[src/rtl/cfsrc_pkg.sv]
// cfsrc_pkg: types and constants shared by the flit injection source
// no dependencies

package cfsrc_pkg;

  localparam int unsigned MAX_FLITS  = 16;
  localparam int unsigned CREDIT_MAX = 255;

  localparam int unsigned DEST_W   = 8;
  localparam int unsigned CHAN_W   = 2;
  localparam int unsigned LEN_W    = 5;
  localparam int unsigned POS_W    = 4;
  localparam int unsigned IDX_W    = 16;
  localparam int unsigned MSG_W    = 8;
  localparam int unsigned CREDIT_W = 8;
  localparam int unsigned SRCID_W  = 16;
  localparam int unsigned MAXPKT_W = 5;
  localparam int unsigned CFG_IDX_W  = 2;
  localparam int unsigned CFG_DATA_W = 16;

  typedef enum logic [1:0] {
    CMD_GENERATE = 2'd0,
    CMD_CREDIT   = 2'd1,
    CMD_TICK     = 2'd2,
    CMD_NONE     = 2'd3
  } cmd_e;

  typedef enum logic [1:0] {
    KIND_HEAD   = 2'd0,
    KIND_BODY   = 2'd1,
    KIND_TAIL   = 2'd2,
    KIND_SINGLE = 2'd3
  } kind_e;

  typedef enum logic [CFG_IDX_W-1:0] {
    REG_SOURCE_ID   = 2'd0,
    REG_MAX_PACKETS = 2'd1,
    REG_SOURCE_ON   = 2'd2,
    REG_UNUSED      = 2'd3
  } reg_e;

  typedef enum logic {
    ST_IDLE = 1'b0,
    ST_EXEC = 1'b1
  } state_e;

  typedef struct packed {
    logic [DEST_W-1:0] dest;
    logic [CHAN_W-1:0] chan;
    logic [LEN_W-1:0]  len;
    logic [IDX_W-1:0]  idx;
  } pkt_entry_t;

  typedef struct packed {
    logic capture;
    logic do_generate;
    logic do_credit;
    logic do_tick;
    logic load_result;
  } ctrl_cmd_t;

  typedef struct packed {
    cmd_e op;
  } dp_status_t;

  typedef struct packed {
    logic [SRCID_W-1:0]  source_id;
    logic [MAXPKT_W-1:0] max_packets;
    logic                source_on;
  } cfg_t;

endpackage

[src/rtl/cfsrc_ctrl.sv]
// cfsrc_ctrl: request sequencer, captures a request in ST_IDLE then executes it in ST_EXEC
// depends on cfsrc_pkg

module cfsrc_ctrl
  import cfsrc_pkg::*;
(
  input  logic       clk_i,
  input  logic       rst_ni,
  input  logic       start_i,
  input  dp_status_t status_i,
  output ctrl_cmd_t  cmd_o,
  output logic       busy_o,
  output logic       done_o
);

  state_e state_q, state_d;
  logic   done_q, done_d;

  always_comb begin
    state_d = state_q;
    case (state_q)
      ST_IDLE: begin
        if (start_i) begin
          state_d = ST_EXEC;
        end
      end
      ST_EXEC: begin
        state_d = ST_IDLE;
      end
      default: begin
        state_d = ST_IDLE;
      end
    endcase
  end

  always_comb begin
    cmd_o  = '0;
    busy_o = 1'b0;
    case (state_q)
      ST_IDLE: begin
        cmd_o.capture = start_i;
      end
      ST_EXEC: begin
        busy_o            = 1'b1;
        cmd_o.load_result = 1'b1;
        cmd_o.do_generate = (status_i.op == CMD_GENERATE);
        cmd_o.do_credit   = (status_i.op == CMD_CREDIT);
        cmd_o.do_tick     = (status_i.op == CMD_TICK);
      end
      default: begin
        busy_o = 1'b0;
      end
    endcase
  end

  assign done_d = (state_q == ST_EXEC);
  assign done_o = done_q;

  always_ff @(posedge clk_i or negedge rst_ni) begin
    if (!rst_ni) begin
      state_q <= ST_IDLE;
      done_q  <= 1'b0;
    end else begin
      state_q <= state_d;
      done_q  <= done_d;
    end
  end

endmodule

[src/rtl/cfsrc_dp.sv]
// cfsrc_dp: packet queue, message tracking, credit counter and result registers
// depends on cfsrc_pkg

module cfsrc_dp
  import cfsrc_pkg::*;
#(
  parameter int unsigned QUEUE_DEPTH = 16
) (
  input  logic                clk_i,
  input  logic                rst_ni,
  input  ctrl_cmd_t           cmd_i,
  output dp_status_t          status_o,
  input  cfg_t                cfg_i,
  input  logic [1:0]          cmd_in_i,
  input  logic [DEST_W-1:0]   dest_i,
  input  logic [LEN_W-1:0]    packet_length_i,
  input  logic [MSG_W-1:0]    message_length_i,
  input  logic [CHAN_W-1:0]   channel_i,
  input  logic [CHAN_W-1:0]   credit_channel_i,
  input  logic [4:0]          credit_amount_i,
  output logic                flit_valid_o,
  output logic [1:0]          flit_kind_o,
  output logic [DEST_W-1:0]   flit_dest_o,
  output logic [CHAN_W-1:0]   flit_channel_o,
  output logic [31:0]         flit_packet_id_o,
  output logic [POS_W-1:0]    flit_position_o,
  output logic [LEN_W-1:0]    flit_total_o,
  output logic                packet_accepted_o,
  output logic [4:0]          queued_count_o,
  output logic [CREDIT_W-1:0] credit_level_o
);

  localparam int unsigned PW = (QUEUE_DEPTH > 1) ? $clog2(QUEUE_DEPTH) : 1;
  localparam int unsigned CW = $clog2(QUEUE_DEPTH + 1);
  localparam int unsigned LW = (CW > MAXPKT_W) ? CW : MAXPKT_W;

  // captured request
  cmd_e                op_q;
  logic [DEST_W-1:0]   dest_q;
  logic [LEN_W-1:0]    plen_q;
  logic [MSG_W-1:0]    mlen_q;
  logic [CHAN_W-1:0]   chan_q;
  logic [CHAN_W-1:0]   cchan_q;
  logic [4:0]          camt_q;

  // queue and source state
  pkt_entry_t          store_mem [QUEUE_DEPTH];
  pkt_entry_t          rd_data_q;
  logic [PW-1:0]       rd_ptr_q, rd_ptr_d;
  logic [PW-1:0]       wr_ptr_q, wr_ptr_d;
  logic [CW-1:0]       cnt_q, cnt_d;
  logic [POS_W-1:0]    head_pos_q, head_pos_d;
  logic [CREDIT_W-1:0] credit_q, credit_d;
  logic [IDX_W-1:0]    pkt_idx_q, pkt_idx_d;
  logic [MSG_W-1:0]    msg_pos_q, msg_pos_d;
  logic [MSG_W-1:0]    msg_size_q, msg_size_d;
  logic [DEST_W-1:0]   cur_dest_q, cur_dest_d;
  logic [LEN_W-1:0]    cur_len_q, cur_len_d;

  logic                full;
  logic                gen_ok;
  logic                boundary;
  logic [LEN_W-1:0]    plen_clamped;
  pkt_entry_t          wr_entry;
  logic [CREDIT_W:0]   credit_sum;
  logic                tick_ok;
  logic [LEN_W-1:0]    pos_next;
  logic                pkt_end;
  kind_e               kind;

  assign status_o.op = op_q;

  always_ff @(posedge clk_i) begin
    if (cmd_i.capture) begin
      op_q    <= cmd_e'(cmd_in_i);
      dest_q  <= dest_i;
      plen_q  <= packet_length_i;
      mlen_q  <= message_length_i;
      chan_q  <= channel_i;
      cchan_q <= credit_channel_i;
      camt_q  <= credit_amount_i;
    end
  end

  // generate path
  assign full = (LW'(cnt_q) >= LW'(cfg_i.max_packets)) || (cnt_q == CW'(QUEUE_DEPTH));
  assign gen_ok   = cmd_i.do_generate && cfg_i.source_on && !full;
  assign boundary = (msg_pos_q == msg_size_q);

  always_comb begin
    if (plen_q == '0) begin
      plen_clamped = LEN_W'(1);
    end else if (plen_q > LEN_W'(MAX_FLITS)) begin
      plen_clamped = LEN_W'(MAX_FLITS);
    end else begin
      plen_clamped = plen_q;
    end
  end

  always_comb begin
    cur_dest_d = cur_dest_q;
    cur_len_d  = cur_len_q;
    msg_size_d = msg_size_q;
    msg_pos_d  = msg_pos_q;
    pkt_idx_d  = pkt_idx_q;
    wr_ptr_d   = wr_ptr_q;
    if (gen_ok) begin
      if (boundary) begin
        cur_dest_d = dest_q;
        cur_len_d  = plen_clamped;
        msg_size_d = (mlen_q == '0) ? MSG_W'(1) : mlen_q;
        msg_pos_d  = MSG_W'(1);
      end else begin
        msg_pos_d = msg_pos_q + MSG_W'(1);
      end
      pkt_idx_d = pkt_idx_q + IDX_W'(1);
      wr_ptr_d  = (wr_ptr_q == PW'(QUEUE_DEPTH - 1)) ? '0 : wr_ptr_q + PW'(1);
    end
  end

  assign wr_entry.dest = cur_dest_d;
  assign wr_entry.chan = chan_q;
  assign wr_entry.len  = cur_len_d;
  assign wr_entry.idx  = pkt_idx_d;

  always_ff @(posedge clk_i) begin
    if (gen_ok) begin
      store_mem[wr_ptr_q] <= wr_entry;
    end
  end

  always_ff @(posedge clk_i) begin
    rd_data_q <= store_mem[rd_ptr_q];
  end

  // send path
  assign tick_ok  = cmd_i.do_tick && cfg_i.source_on && (cnt_q != '0) && (credit_q != '0);
  assign pos_next = LEN_W'(head_pos_q) + LEN_W'(1);
  assign pkt_end  = (pos_next >= rd_data_q.len);

  always_comb begin
    if (rd_data_q.len <= LEN_W'(1)) begin
      kind = KIND_SINGLE;
    end else if (head_pos_q == '0) begin
      kind = KIND_HEAD;
    end else if (pkt_end) begin
      kind = KIND_TAIL;
    end else begin
      kind = KIND_BODY;
    end
  end

  assign credit_sum = {1'b0, credit_q} + (CREDIT_W + 1)'(camt_q);

  always_comb begin
    rd_ptr_d   = rd_ptr_q;
    head_pos_d = head_pos_q;
    credit_d   = credit_q;
    cnt_d      = cnt_q;
    if (gen_ok) begin
      cnt_d = cnt_q + CW'(1);
    end
    if (cmd_i.do_credit && (cchan_q == '0)) begin
      credit_d = (credit_sum > (CREDIT_W + 1)'(CREDIT_MAX)) ? CREDIT_W'(CREDIT_MAX)
                                                             : credit_sum[CREDIT_W-1:0];
    end
    if (tick_ok) begin
      credit_d = credit_q - CREDIT_W'(1);
      if (pkt_end) begin
        head_pos_d = '0;
        rd_ptr_d   = (rd_ptr_q == PW'(QUEUE_DEPTH - 1)) ? '0 : rd_ptr_q + PW'(1);
        cnt_d      = cnt_q - CW'(1);
      end else begin
        head_pos_d = pos_next[POS_W-1:0];
      end
    end
  end

  always_ff @(posedge clk_i or negedge rst_ni) begin
    if (!rst_ni) begin
      rd_ptr_q   <= '0;
      wr_ptr_q   <= '0;
      cnt_q      <= '0;
      head_pos_q <= '0;
      credit_q   <= '0;
      pkt_idx_q  <= '0;
      msg_pos_q  <= '0;
      msg_size_q <= '0;
      cur_dest_q <= '0;
      cur_len_q  <= LEN_W'(1);
    end else begin
      rd_ptr_q   <= rd_ptr_d;
      wr_ptr_q   <= wr_ptr_d;
      cnt_q      <= cnt_d;
      head_pos_q <= head_pos_d;
      credit_q   <= credit_d;
      pkt_idx_q  <= pkt_idx_d;
      msg_pos_q  <= msg_pos_d;
      msg_size_q <= msg_size_d;
      cur_dest_q <= cur_dest_d;
      cur_len_q  <= cur_len_d;
    end
  end

  // result registers
  always_ff @(posedge clk_i) begin
    if (cmd_i.load_result) begin
      flit_valid_o      <= tick_ok;
      flit_kind_o       <= tick_ok ? kind : KIND_HEAD;
      flit_dest_o       <= tick_ok ? rd_data_q.dest : '0;
      flit_channel_o    <= tick_ok ? rd_data_q.chan : '0;
      flit_packet_id_o  <= tick_ok ? {cfg_i.source_id, rd_data_q.idx} : '0;
      flit_position_o   <= tick_ok ? head_pos_q : '0;
      flit_total_o      <= tick_ok ? rd_data_q.len : '0;
      packet_accepted_o <= gen_ok;
      queued_count_o    <= 5'(cnt_d);
      credit_level_o    <= credit_d;
    end
  end

endmodule

[src/rtl/credit_flit_injection_source_unit.sv]
// credit_flit_injection_source_unit: top level of the flit injection source
// depends on cfsrc_pkg, cfsrc_ctrl, cfsrc_dp
//
// Usage: a request (generate, credit return or send tick, chosen by cmd_i)
// is taken at a rising edge with start_i high and busy_o low. Each request
// gives exactly one result on the flit_*, packet_accepted_o, queued_count_o
// and credit_level_o ports, marked by done_o for one cycle; the receiver
// cannot hold it off and must take it in that cycle.
// Timing: the request is captured in the accept cycle while the head entry
// of the packet queue is read from its registered-read memory; the next
// cycle (busy_o high) executes and loads the result registers; done_o rises
// the cycle after that. No new request is taken while busy_o is high; done_o
// of one request overlaps the accept of the next.
// Configuration: cfg_we_i writes register cfg_idx_i (0 source id, 1 max
// packets, 2 source on) at once; writes are to be made only while idle, but
// the block does not enforce this.
// Reset: queue empty, credits zero, source on, limit 16, source id zero.

module credit_flit_injection_source_unit
  import cfsrc_pkg::*;
#(
  parameter int unsigned QUEUE_DEPTH = 16
) (
  input  logic                  clk_i,
  input  logic                  rst_ni,
  input  logic                  start_i,
  output logic                  busy_o,
  output logic                  done_o,
  input  logic                  cfg_we_i,
  input  logic [CFG_IDX_W-1:0]  cfg_idx_i,
  input  logic [CFG_DATA_W-1:0] cfg_data_i,
  input  logic [1:0]            cmd_i,
  input  logic [DEST_W-1:0]     dest_i,
  input  logic [LEN_W-1:0]      packet_length_i,
  input  logic [MSG_W-1:0]      message_length_i,
  input  logic [CHAN_W-1:0]     channel_i,
  input  logic [CHAN_W-1:0]     credit_channel_i,
  input  logic [4:0]            credit_amount_i,
  output logic                  flit_valid_o,
  output logic [1:0]            flit_kind_o,
  output logic [DEST_W-1:0]     flit_dest_o,
  output logic [CHAN_W-1:0]     flit_channel_o,
  output logic [31:0]           flit_packet_id_o,
  output logic [POS_W-1:0]      flit_position_o,
  output logic [LEN_W-1:0]      flit_total_o,
  output logic                  packet_accepted_o,
  output logic [4:0]            queued_count_o,
  output logic [CREDIT_W-1:0]   credit_level_o
);

  cfg_t       cfg_q;
  ctrl_cmd_t  ctrl_cmd;
  dp_status_t dp_status;

  always_ff @(posedge clk_i or negedge rst_ni) begin
    if (!rst_ni) begin
      cfg_q.source_id   <= '0;
      cfg_q.max_packets <= MAXPKT_W'(16);
      cfg_q.source_on   <= 1'b1;
    end else if (cfg_we_i) begin
      case (reg_e'(cfg_idx_i))
        REG_SOURCE_ID:   cfg_q.source_id   <= cfg_data_i[SRCID_W-1:0];
        REG_MAX_PACKETS: cfg_q.max_packets <= cfg_data_i[MAXPKT_W-1:0];
        REG_SOURCE_ON:   cfg_q.source_on   <= cfg_data_i[0];
        default: begin
        end
      endcase
    end
  end

  cfsrc_ctrl u_ctrl (
    .clk_i    (clk_i),
    .rst_ni   (rst_ni),
    .start_i  (start_i),
    .status_i (dp_status),
    .cmd_o    (ctrl_cmd),
    .busy_o   (busy_o),
    .done_o   (done_o)
  );

  cfsrc_dp #(
    .QUEUE_DEPTH (QUEUE_DEPTH)
  ) u_dp (
    .clk_i             (clk_i),
    .rst_ni            (rst_ni),
    .cmd_i             (ctrl_cmd),
    .status_o          (dp_status),
    .cfg_i             (cfg_q),
    .cmd_in_i          (cmd_i),
    .dest_i            (dest_i),
    .packet_length_i   (packet_length_i),
    .message_length_i  (message_length_i),
    .channel_i         (channel_i),
    .credit_channel_i  (credit_channel_i),
    .credit_amount_i   (credit_amount_i),
    .flit_valid_o      (flit_valid_o),
    .flit_kind_o       (flit_kind_o),
    .flit_dest_o       (flit_dest_o),
    .flit_channel_o    (flit_channel_o),
    .flit_packet_id_o  (flit_packet_id_o),
    .flit_position_o   (flit_position_o),
    .flit_total_o      (flit_total_o),
    .packet_accepted_o (packet_accepted_o),
    .queued_count_o    (queued_count_o),
    .credit_level_o    (credit_level_o)
  );

  a_accept_execs: assert property (@(posedge clk_i) disable iff (!rst_ni)
    (start_i && !busy_o) |=> busy_o)
    else $error("accepted request did not enter execute");

  a_exec_one_cycle: assert property (@(posedge clk_i) disable iff (!rst_ni)
    busy_o |=> (!busy_o && done_o))
    else $error("execute did not finish with a result strobe");

  a_flit_costs_credit: assert property (@(posedge clk_i) disable iff (!rst_ni)
    (done_o && flit_valid_o) |-> (credit_level_o != CREDIT_W'(CREDIT_MAX)))
    else $error("flit sent with credit level at maximum");

  a_accept_no_flit: assert property (@(posedge clk_i) disable iff (!rst_ni)
    (done_o && packet_accepted_o) |-> (!flit_valid_o && queued_count_o != '0))
    else $error("accepted packet result inconsistent");

endmodule

[config.mk]
export PLATFORM = sky130hd
export DESIGN_NAME = credit_flit_injection_source_unit
export DESIGN_NICKNAME = d
export VERILOG_FILES = /design/src/rtl/cfsrc_pkg.sv /design/src/rtl/cfsrc_ctrl.sv /design/src/rtl/cfsrc_dp.sv /design/src/rtl/credit_flit_injection_source_unit.sv
export SDC_FILE = /design/constraint.sdc
export NUM_CORES = 1
export LEC_CHECK = 0
export BUFFER_PORTS_ARGS = -buffer_cell sky130_fd_sc_hd__buf_4
export CORE_UTILIZATION = 61
export CTS_BUF_LIST = sky130_fd_sc_hd__clkbuf_16
export DETAILED_ROUTE_END_ITERATION = 10
export GPL_ROUTABILITY_DRIVEN = 0
export GPL_TIMING_DRIVEN = 0
export PLACE_DENSITY = 0.81
export SLEW_MARGIN = 25
export SYNTH_ARGS = -nofsm -noshare
export SYNTH_HDL_FRONTEND = slang
export SYNTH_HIERARCHICAL = 1
export SYNTH_SLANG_ARGS = --single-unit
[constraint.sdc]
create_clock -name clk_i -period 4 [get_ports clk_i]
set_clock_uncertainty 0.2 [all_clocks]
set_input_delay 0.2 -clock clk_i [delete_from_list [all_inputs] [get_ports clk_i]]
set_output_delay 0.2 -clock clk_i [all_outputs]
set_load 0.01 [all_outputs]
==> results of run 1 <==
-- layout make-up --
cell class	count	area [sq um]
Sequential cell	721	20870
Fill cell	2372	11980
Multi-Input combinational cell	559	6603
Clock buffer	73	1827
Timing Repair Buffer	198	1793
Tap cell	592	740.7
Buffer	61	295.3
Clock inverter	53	291.5
Inverter	28	105.1
-- per-stage QoR --
| step | cells | setup WS (ns) | power (mW) |
|---|---|---|---|
| after global routing | 2285 | 0.04507 | 17.98 |
| after detailed placement | 2093 | -0.2381 | 11.26 |
| after CTS | 2285 | 0.0007687 | 17.43 |
| final | 2285 | 0.09330 | 17.44 |
| after global placement | 2084 | -0.7043 | 11.12 |
| after floorplan | 1369 | 0.7757 | 10.54 |
-- flip-flops by register name, summed over array words and instances (netlist names), 5 cells and up --
name,count
u_dp/cnt_q,5
u_dp/camt_q,5
u_dp/flit_dest_o,8
u_dp/queued_count_o,5
u_dp/credit_q,8
u_dp/cur_dest_q,8
u_dp/dest_q,8
u_dp/pkt_idx_q,16
u_dp/rd_data_q,31
u_dp/cur_len_q,5
u_dp/msg_pos_q,8
u_dp/credit_level_o,8
u_dp/store_mem,496
u_dp/plen_q,5
u_dp/flit_total_o,5
u_dp/msg_size_q,8
u_dp/mlen_q,8
cfg_q,22
u_dp/flit_packet_id_o,32
-- cells in the final DEF, fill, tap and decap left out, drive strengths merged, types with 4 or more instances in the layout --
master,n
mux2,44
mux4,155
nand4,6
nor2,29
nand2b,4
nand3,19
buf,162
dfrtp,91
clkinv,22
and3,60
a21o,4
nor2b,9
xnor2,20
nor4,7
o21ai,18
nand2,29
ha,28
clkbuf,104
nor3b,6
nor3,15
and2,14
a22o,5
dfxtp,31
inv,54
a21oi,20
a31oi,7
xor2,10
o211ai,7
edfxtp,596
dlygate4sd3,66
-- logic make-up (layout without fill, tap and decap cells) --
| logic type | Yosys count | after routing |
|---|---|---|
| AOI/OAI and AO/OA | 91 | 91 |
| DFF | 721 | 721 |
| adders and majority gates | 29 | 29 |
| buffers and inverters | 89 | 413 |
| xor gates and xnor gates | 30 | 30 |
| and+or+nand+nor | 208 | 208 |
| muxes | 201 | 201 |
-- final timing paths --
kind                                from               endpoint  slack [ns]
min in group asynchronous         rst_ni     u_dp/msg_size_q[1]        0.06
max in group asynchronous         rst_ni              cfg_q[11]        2.94
setup reg to reg           u_dp/cnt_q[0]  u_dp/store_mem[8][10]        0.09
hold reg to reg            u_ctrl/done_d          u_ctrl/done_o        0.30
setup / recovery           u_dp/cnt_q[0]  u_dp/store_mem[8][10]        0.09
hold / removal              cfg_idx_i[1]               cfg_q[4]        0.04
-- power by group through the flow --
stage | Clock [mW] | Sequential, mW | Combinational, mW
3_3_place_gp | 0 | 9.16 | 1.96
4_1_cts | 6.20 | 9.04 | 2.19
3_5_place_dp | 0 | 9.18 | 2.08
5_1_grt | 6.50 | 9.10 | 2.38
2_1_floorplan | 0 | 9.12 | 1.41
6_report | 6.15 | 9.06 | 2.23
-- metal layers --
layer  wire (microns)  up-vias  part of all wire (%)  track usage [%]
met2            34160     1008                    50            49.63
li1                 -     6074                     -                -
met3             6524      186                   9.6            5.945
met1            24770     7809                    36            39.29
met5                0        -                     0                0
met4             2635        0                   3.9            12.91
-- critical path, cell delays in order (launching register included) --
cell and delay [ns]:
dfrtp_1 0.45, inv_1 0.12, ha_1 0.25, nor4bb_2 0.20, a2111oi_4 0.38, o21ai_2 0.32
clkbuf_2 0.45, nor2_1 0.37, and3_2 0.53, buf_12 0.27
-- repair_timing --
action	CTS	global route
pin swaps	0	0
resized for setup	4	6
hold buffers	66	0
setup endpoints to repair	54	98
endpoints found under the hold margin	146	0
==> flow_summary.yaml, run 1 <==
yosys:
  syn_nets: 1452
  synth_top_family_by_area: "multiplexers"
  synth-async-reset-ratio_pct: 13.04
  synth_compound_area_share_pct: 2.333
  yosys.area_share.simple_pct: 4.224
  syn_area_sq_um: 27730
  synthAdderAreaFrac_pct: 1.336
  yosysMostFrequentCell: "edfxtp_1"
  synth.area.mux_share_pct: 14.45
  netlist_instances: 1369
  synthXorXnorAreaFrac_pct: 0.9476
  synthTopCellsByCount: "edfxtp_1 (596), mux4_2 (155), dfrtp_1 (91), and3_1 (60), mux2_2 (44)"
  avgSynthCellArea_sq_um: 20.25
  synth-seq-cells: 721
  synth_area_leader_cell: "edfxtp_1"
  yosys_warnings: 6
  netlist-cell-type-count: 67
  ys_top_cells_by_area: "edfxtp_1 (65%), mux4_2 (13%), dfrtp_1 (8.2%), dfxtp_1 (2.2%), mux2_2 (1.8%)"
  ys_seq_area_share_pct: 75.28
  ys.flop_type: "edfxtp_1"
  synth_top_area_share_pct: 64.55
  synth-edff-count: 596
sta:
  fmax_mhz: 256.0
  hold_ws_ns: 0.03691
  fin_crit_ns: 3.907
  tightest_slew_ns: 1.100
  hold_violations: 0
  setup_tns_ns: 0
  maxSlewHeadroom_pct: 26.42
  rsz0062_at_grt: "false"
  fin_crit_sh_pct: 97.67
  final-setup-viol-count: 0
  drv_slew: 0
cells_and_area:
  layout.nets: 1722
  fin_area_sq_um: 32530
  diodes: 0
  fin_util_pct: 73.08
  drive_gt1_share_pct: 29.59
  syn2layout_area_growth_pct: 17.31
clock_network:
  cts_tree: "yes"
  clk_path_buf_depth: 3
  postCtsSetupBuffers: 0
  cts.reportedPaths.clkPinSlew_ns: 0.06
  clkSinkCount: 721
  root_buffer: "clkbuf_16"
  htreeDepth: 3
  clkLatencyLatePin_ns: 0.60
  cts_buffers: 70
grt:
  antenna_found_initial: 0
  track_usage_pct: 30.02
  grt.overflow.total: 0
  grt_max_degree: 95
  grt_pass1_wl_microns: 99950
  grt_pass1_vias: 15670
worst_hold_path:
  hold_path.class: "in -> reg"
  whs_path_depth: 3
run_status:
  outcome: "finished, final reports clean"
place:
  dpl_cell_area_sq_um: 29630
  hpwl_microns: 36070
  portBuffers: 123
die:
  row_count: 77
  core-area_sq_um: 44510
  start_util_pct: 62.30
  dieHeight_microns: 215.2
  ioPinCount: 124
  die_x_microns: 215.2
  die_area_sq_um: 46310
route:
  dr.pass1.iters: 6
  vias: 15080
  drc: 0
  avgRoutedWirePerCell_microns: 29.80
  drtAntennaViolNets: 0
  vias_per_cell: 6.598
  first_iter_violations: 1895
  routed_wl_microns: 68100
pwr:
  internal_power_mw: 13.15
  p_leak_nw: 11.58
  p_seq_share_pct: 52.0
  powerDensity_nw_per_um2: 536.1
  pwr-share-clk_pct: 35.3
  vdd_drop_max_mv: 0.3266
  switching_share_pct: 24.60
  switchingPower_mw: 4.290
  pwr-share-comb_pct: 12.8
setup_path:
  worst_setup_path_start_kind: "register"
  critical_path_class: "reg -> reg"
  worstPathArrival_ns: 3.98
  reg2reg_depth: 9
  cp.required_ns: 4.07
  path_max_fanout: 20
  cp-end-kind: "register"
flow_run:
  maxCapViolations: 0
No activity file was read; power rests on OpenSTA's default activity.
==> run 2, diff against run 1 <==
Settings changed: SETUP_SLACK_MARGIN set to 0.5.
==> run 2 against run 1 <==
  * Core utilization rose by 0.66 points
  * Cell count up 0.57%
  * Die area is the same
  * Global-route usage rose by 1.3 points
  * Via count up 3.3%
  * Flip-flop and latch count is the same
  * Combinational power up 2%
  * Sequential share of layout area decreased by 0.58 points
  * Design area up 0.91%
  * Register-to-register slack better by 0.31 ns
  * Non-clock buffer count is 12 higher
==> flow_summary.yaml, run 2 (synthesized netlist as in run 1, its figures left out) <==
setup_path:
  path_max_fanout: 20
  reg2reg_depth: 9
  r2r-start: "u_dp/cnt_q[0]"
  critPathLaunch: "u_dp/cnt_q[0]"
  cp_top_family: "simple AND/OR/NAND/NOR gates"
  crit_chain: "inv_1 > ha_1 > nor4bb_2 > a2111oi_4 > o21ai_4 > clkbuf_4 > nor2_2 > and3_4 > buf_12"
  critPathSlowestCell: "dfrtp_1"
  cp.required_ns: 4.08
  max_stage_delay_ns: 0.46
  endpoint: "u_dp/store_mem[8][10]"
  worst_setup_path_start_kind: "register"
  cp-end-kind: "register"
  r2r_end: "u_dp/store_mem[8][10]"
  r2r_setup_slack_ns: 0.41
  path_buf_inv: 3
  cp.depth: 9
  worstPathArrival_ns: 3.68
  critical_path_class: "reg -> reg"
grt:
  busiest_layer: "met2"
  track_usage_pct: 31.30
  grt.overflow.total: 0
  antenna_found_initial: 0
  use_met2_pct: 51.42
  grt_pass1_wl_microns: 103400
  grt_util_met1_pct: 39.99
  grt_max_degree: 95
  met3_usage_pct: 7.403
  grt_pass1_vias: 15880
clock_network:
  cts_buffers: 70
  cts_tree: "yes"
  clk_path_buf_depth: 3
  root_buffer: "clkbuf_16"
  clkLatencyLatePin_ns: 0.61
  clkSinkCount: 721
  htreeDepth: 3
  cts.reportedPaths.clkPinSlew_ns: 0.07
sta:
  tightest_slew_ns: 1.118
  setup_ws_ns: 0.4059
  rsz0062_at_grt: "true"
  fin_crit_ns: 3.594
  maxSlewHeadroom_pct: 25.45
  fin_crit_sh_pct: 89.85
  hold_violations: 0
  drv_slew: 0
  fmax_mhz: 278.2
  final-setup-viol-count: 0
route:
  first_iter_violations: 2151
  vias: 15570
  dr.pass1.iters: 6
  avgRoutedWirePerCell_microns: 31.74
  drc: 0
  routed_wl_microns: 72940
  drtAntennaViolNets: 0
  vias_per_cell: 6.776
die:
  core-area_sq_um: 44510
  start_util_pct: 62.30
  die_area_sq_um: 46310
  dieHeight_microns: 215.2
  ioPinCount: 124
  die_x_microns: 215.2
  row_count: 77
cells_and_area:
  regMostFlops: "u_dp/store_mem"
  finalNonFillerCells: 2298
  multiInputGateArea_sq_um: 6693
  layout.nets: 1735
  fin_util_pct: 73.74
  seq_area_sq_um: 20870
  drive_gt1_share_pct: 30.48
  layout.filler_cells: 2335
  diodes: 0
  largestRegisters: "u_dp/store_mem (496), u_dp/flit_packet_id_o (32), u_dp/rd_data_q (31)"
  final_cell_mix: "edfxtp_1 (596), mux4_2 (155), buf_4 (127)"
  syn2layout_area_growth_pct: 18.38
  final_common_cell: "edfxtp_1"
  largest_reg_flops: 496
pwr:
  powerDensity_nw_per_um2: 535.5
  p_leak_nw: 11.68
  vdd_drop_max_mv: 0.3255
run_status:
  outcome: "finished, final reports clean"
place:
  portBuffers: 123
  dp.cells: 2093
  dpl_worst_slack_ns: -0.2381
  hpwl_microns: 36070
flow_run:
  maxCapViolations: 0
worst_hold_path:
  hold_path.class: "in -> reg"
[run 2: worst min path at each step]
stage / endpoint / from / slack [ns] / depth (start not counted)
2_1_floorplan: cfg_q[10] / rst_ni / -0.30 / 0
3_3_place_gp: u_dp/dest_q[7] / dest_i[7] / 0.18 / 1
3_5_place_dp: u_dp/msg_size_q[1] / rst_ni / 0.16 / 1
4_1_cts: cfg_q[1] / cfg_idx_i[1] / 0.002 / 3
5_1_grt: cfg_q[1] / cfg_idx_i[1] / 0.05 / 3
6_report: cfg_q[4] / cfg_idx_i[1] / 0.02 / 3
[run 2: worst min-delay path, cell delays in order]
cell	delay, ns
buf_4	0.11
nand3b_1	0.27
mux2_2	0.21
[run 2: final cells by class]
type / instances / share of cell area, %
clock buffer: 73 / 5.565
sequential: 721 / 63.59
inverter: 28 / 0.3202
buffer: 61 / 0.9072
clock inverter: 53 / 0.8882
multi-input combinational: 560 / 20.39
tap: 592 / 2.257
timing repair buffer: 210 / 6.080
[run 2: where the power goes]
group          switching [mW]  internal [mW]  leakage [nW]
clock                    2.79           3.43          1.13
sequential              0.302           8.77          7.01
combinational            1.31          0.969          3.54
total                    4.41           13.2          11.7
[run 2: per-stage QoR]
stage               hold slack [ns]  total power, mW  instance area [sq um]  TNS (ns)
finish                      0.02431            17.58                  32820         0
global route                0.05308            18.10                  32820         0
CTS                        0.001959            17.45                  32670         0
detailed placement           0.1643            11.26                  29630    -5.967
global placement             0.1789            11.12                  29390   -199.02
floorplan                   -0.2956            10.54                  27730         0
[run 2: repair_timing]
item | 4_1_cts | 5_1_grt
resized for setup | 22 | 10
endpoints found under the hold margin | 146 | 0
gates cloned | 0 | 1
pin swaps | 4 | 4
buffers inserted | 8 | 4
setup endpoints to repair | 484 | 800
hold buffers | 66 | 0
[run 2: per-layer routing]
layer	part of all wire (%)	vias up	wire length, microns
met2	49	1298	36060
li1	-	6110	-
met5	0	-	0
met1	34	7906	25160
met4	4.8	0	3530
met3	11	258	8188
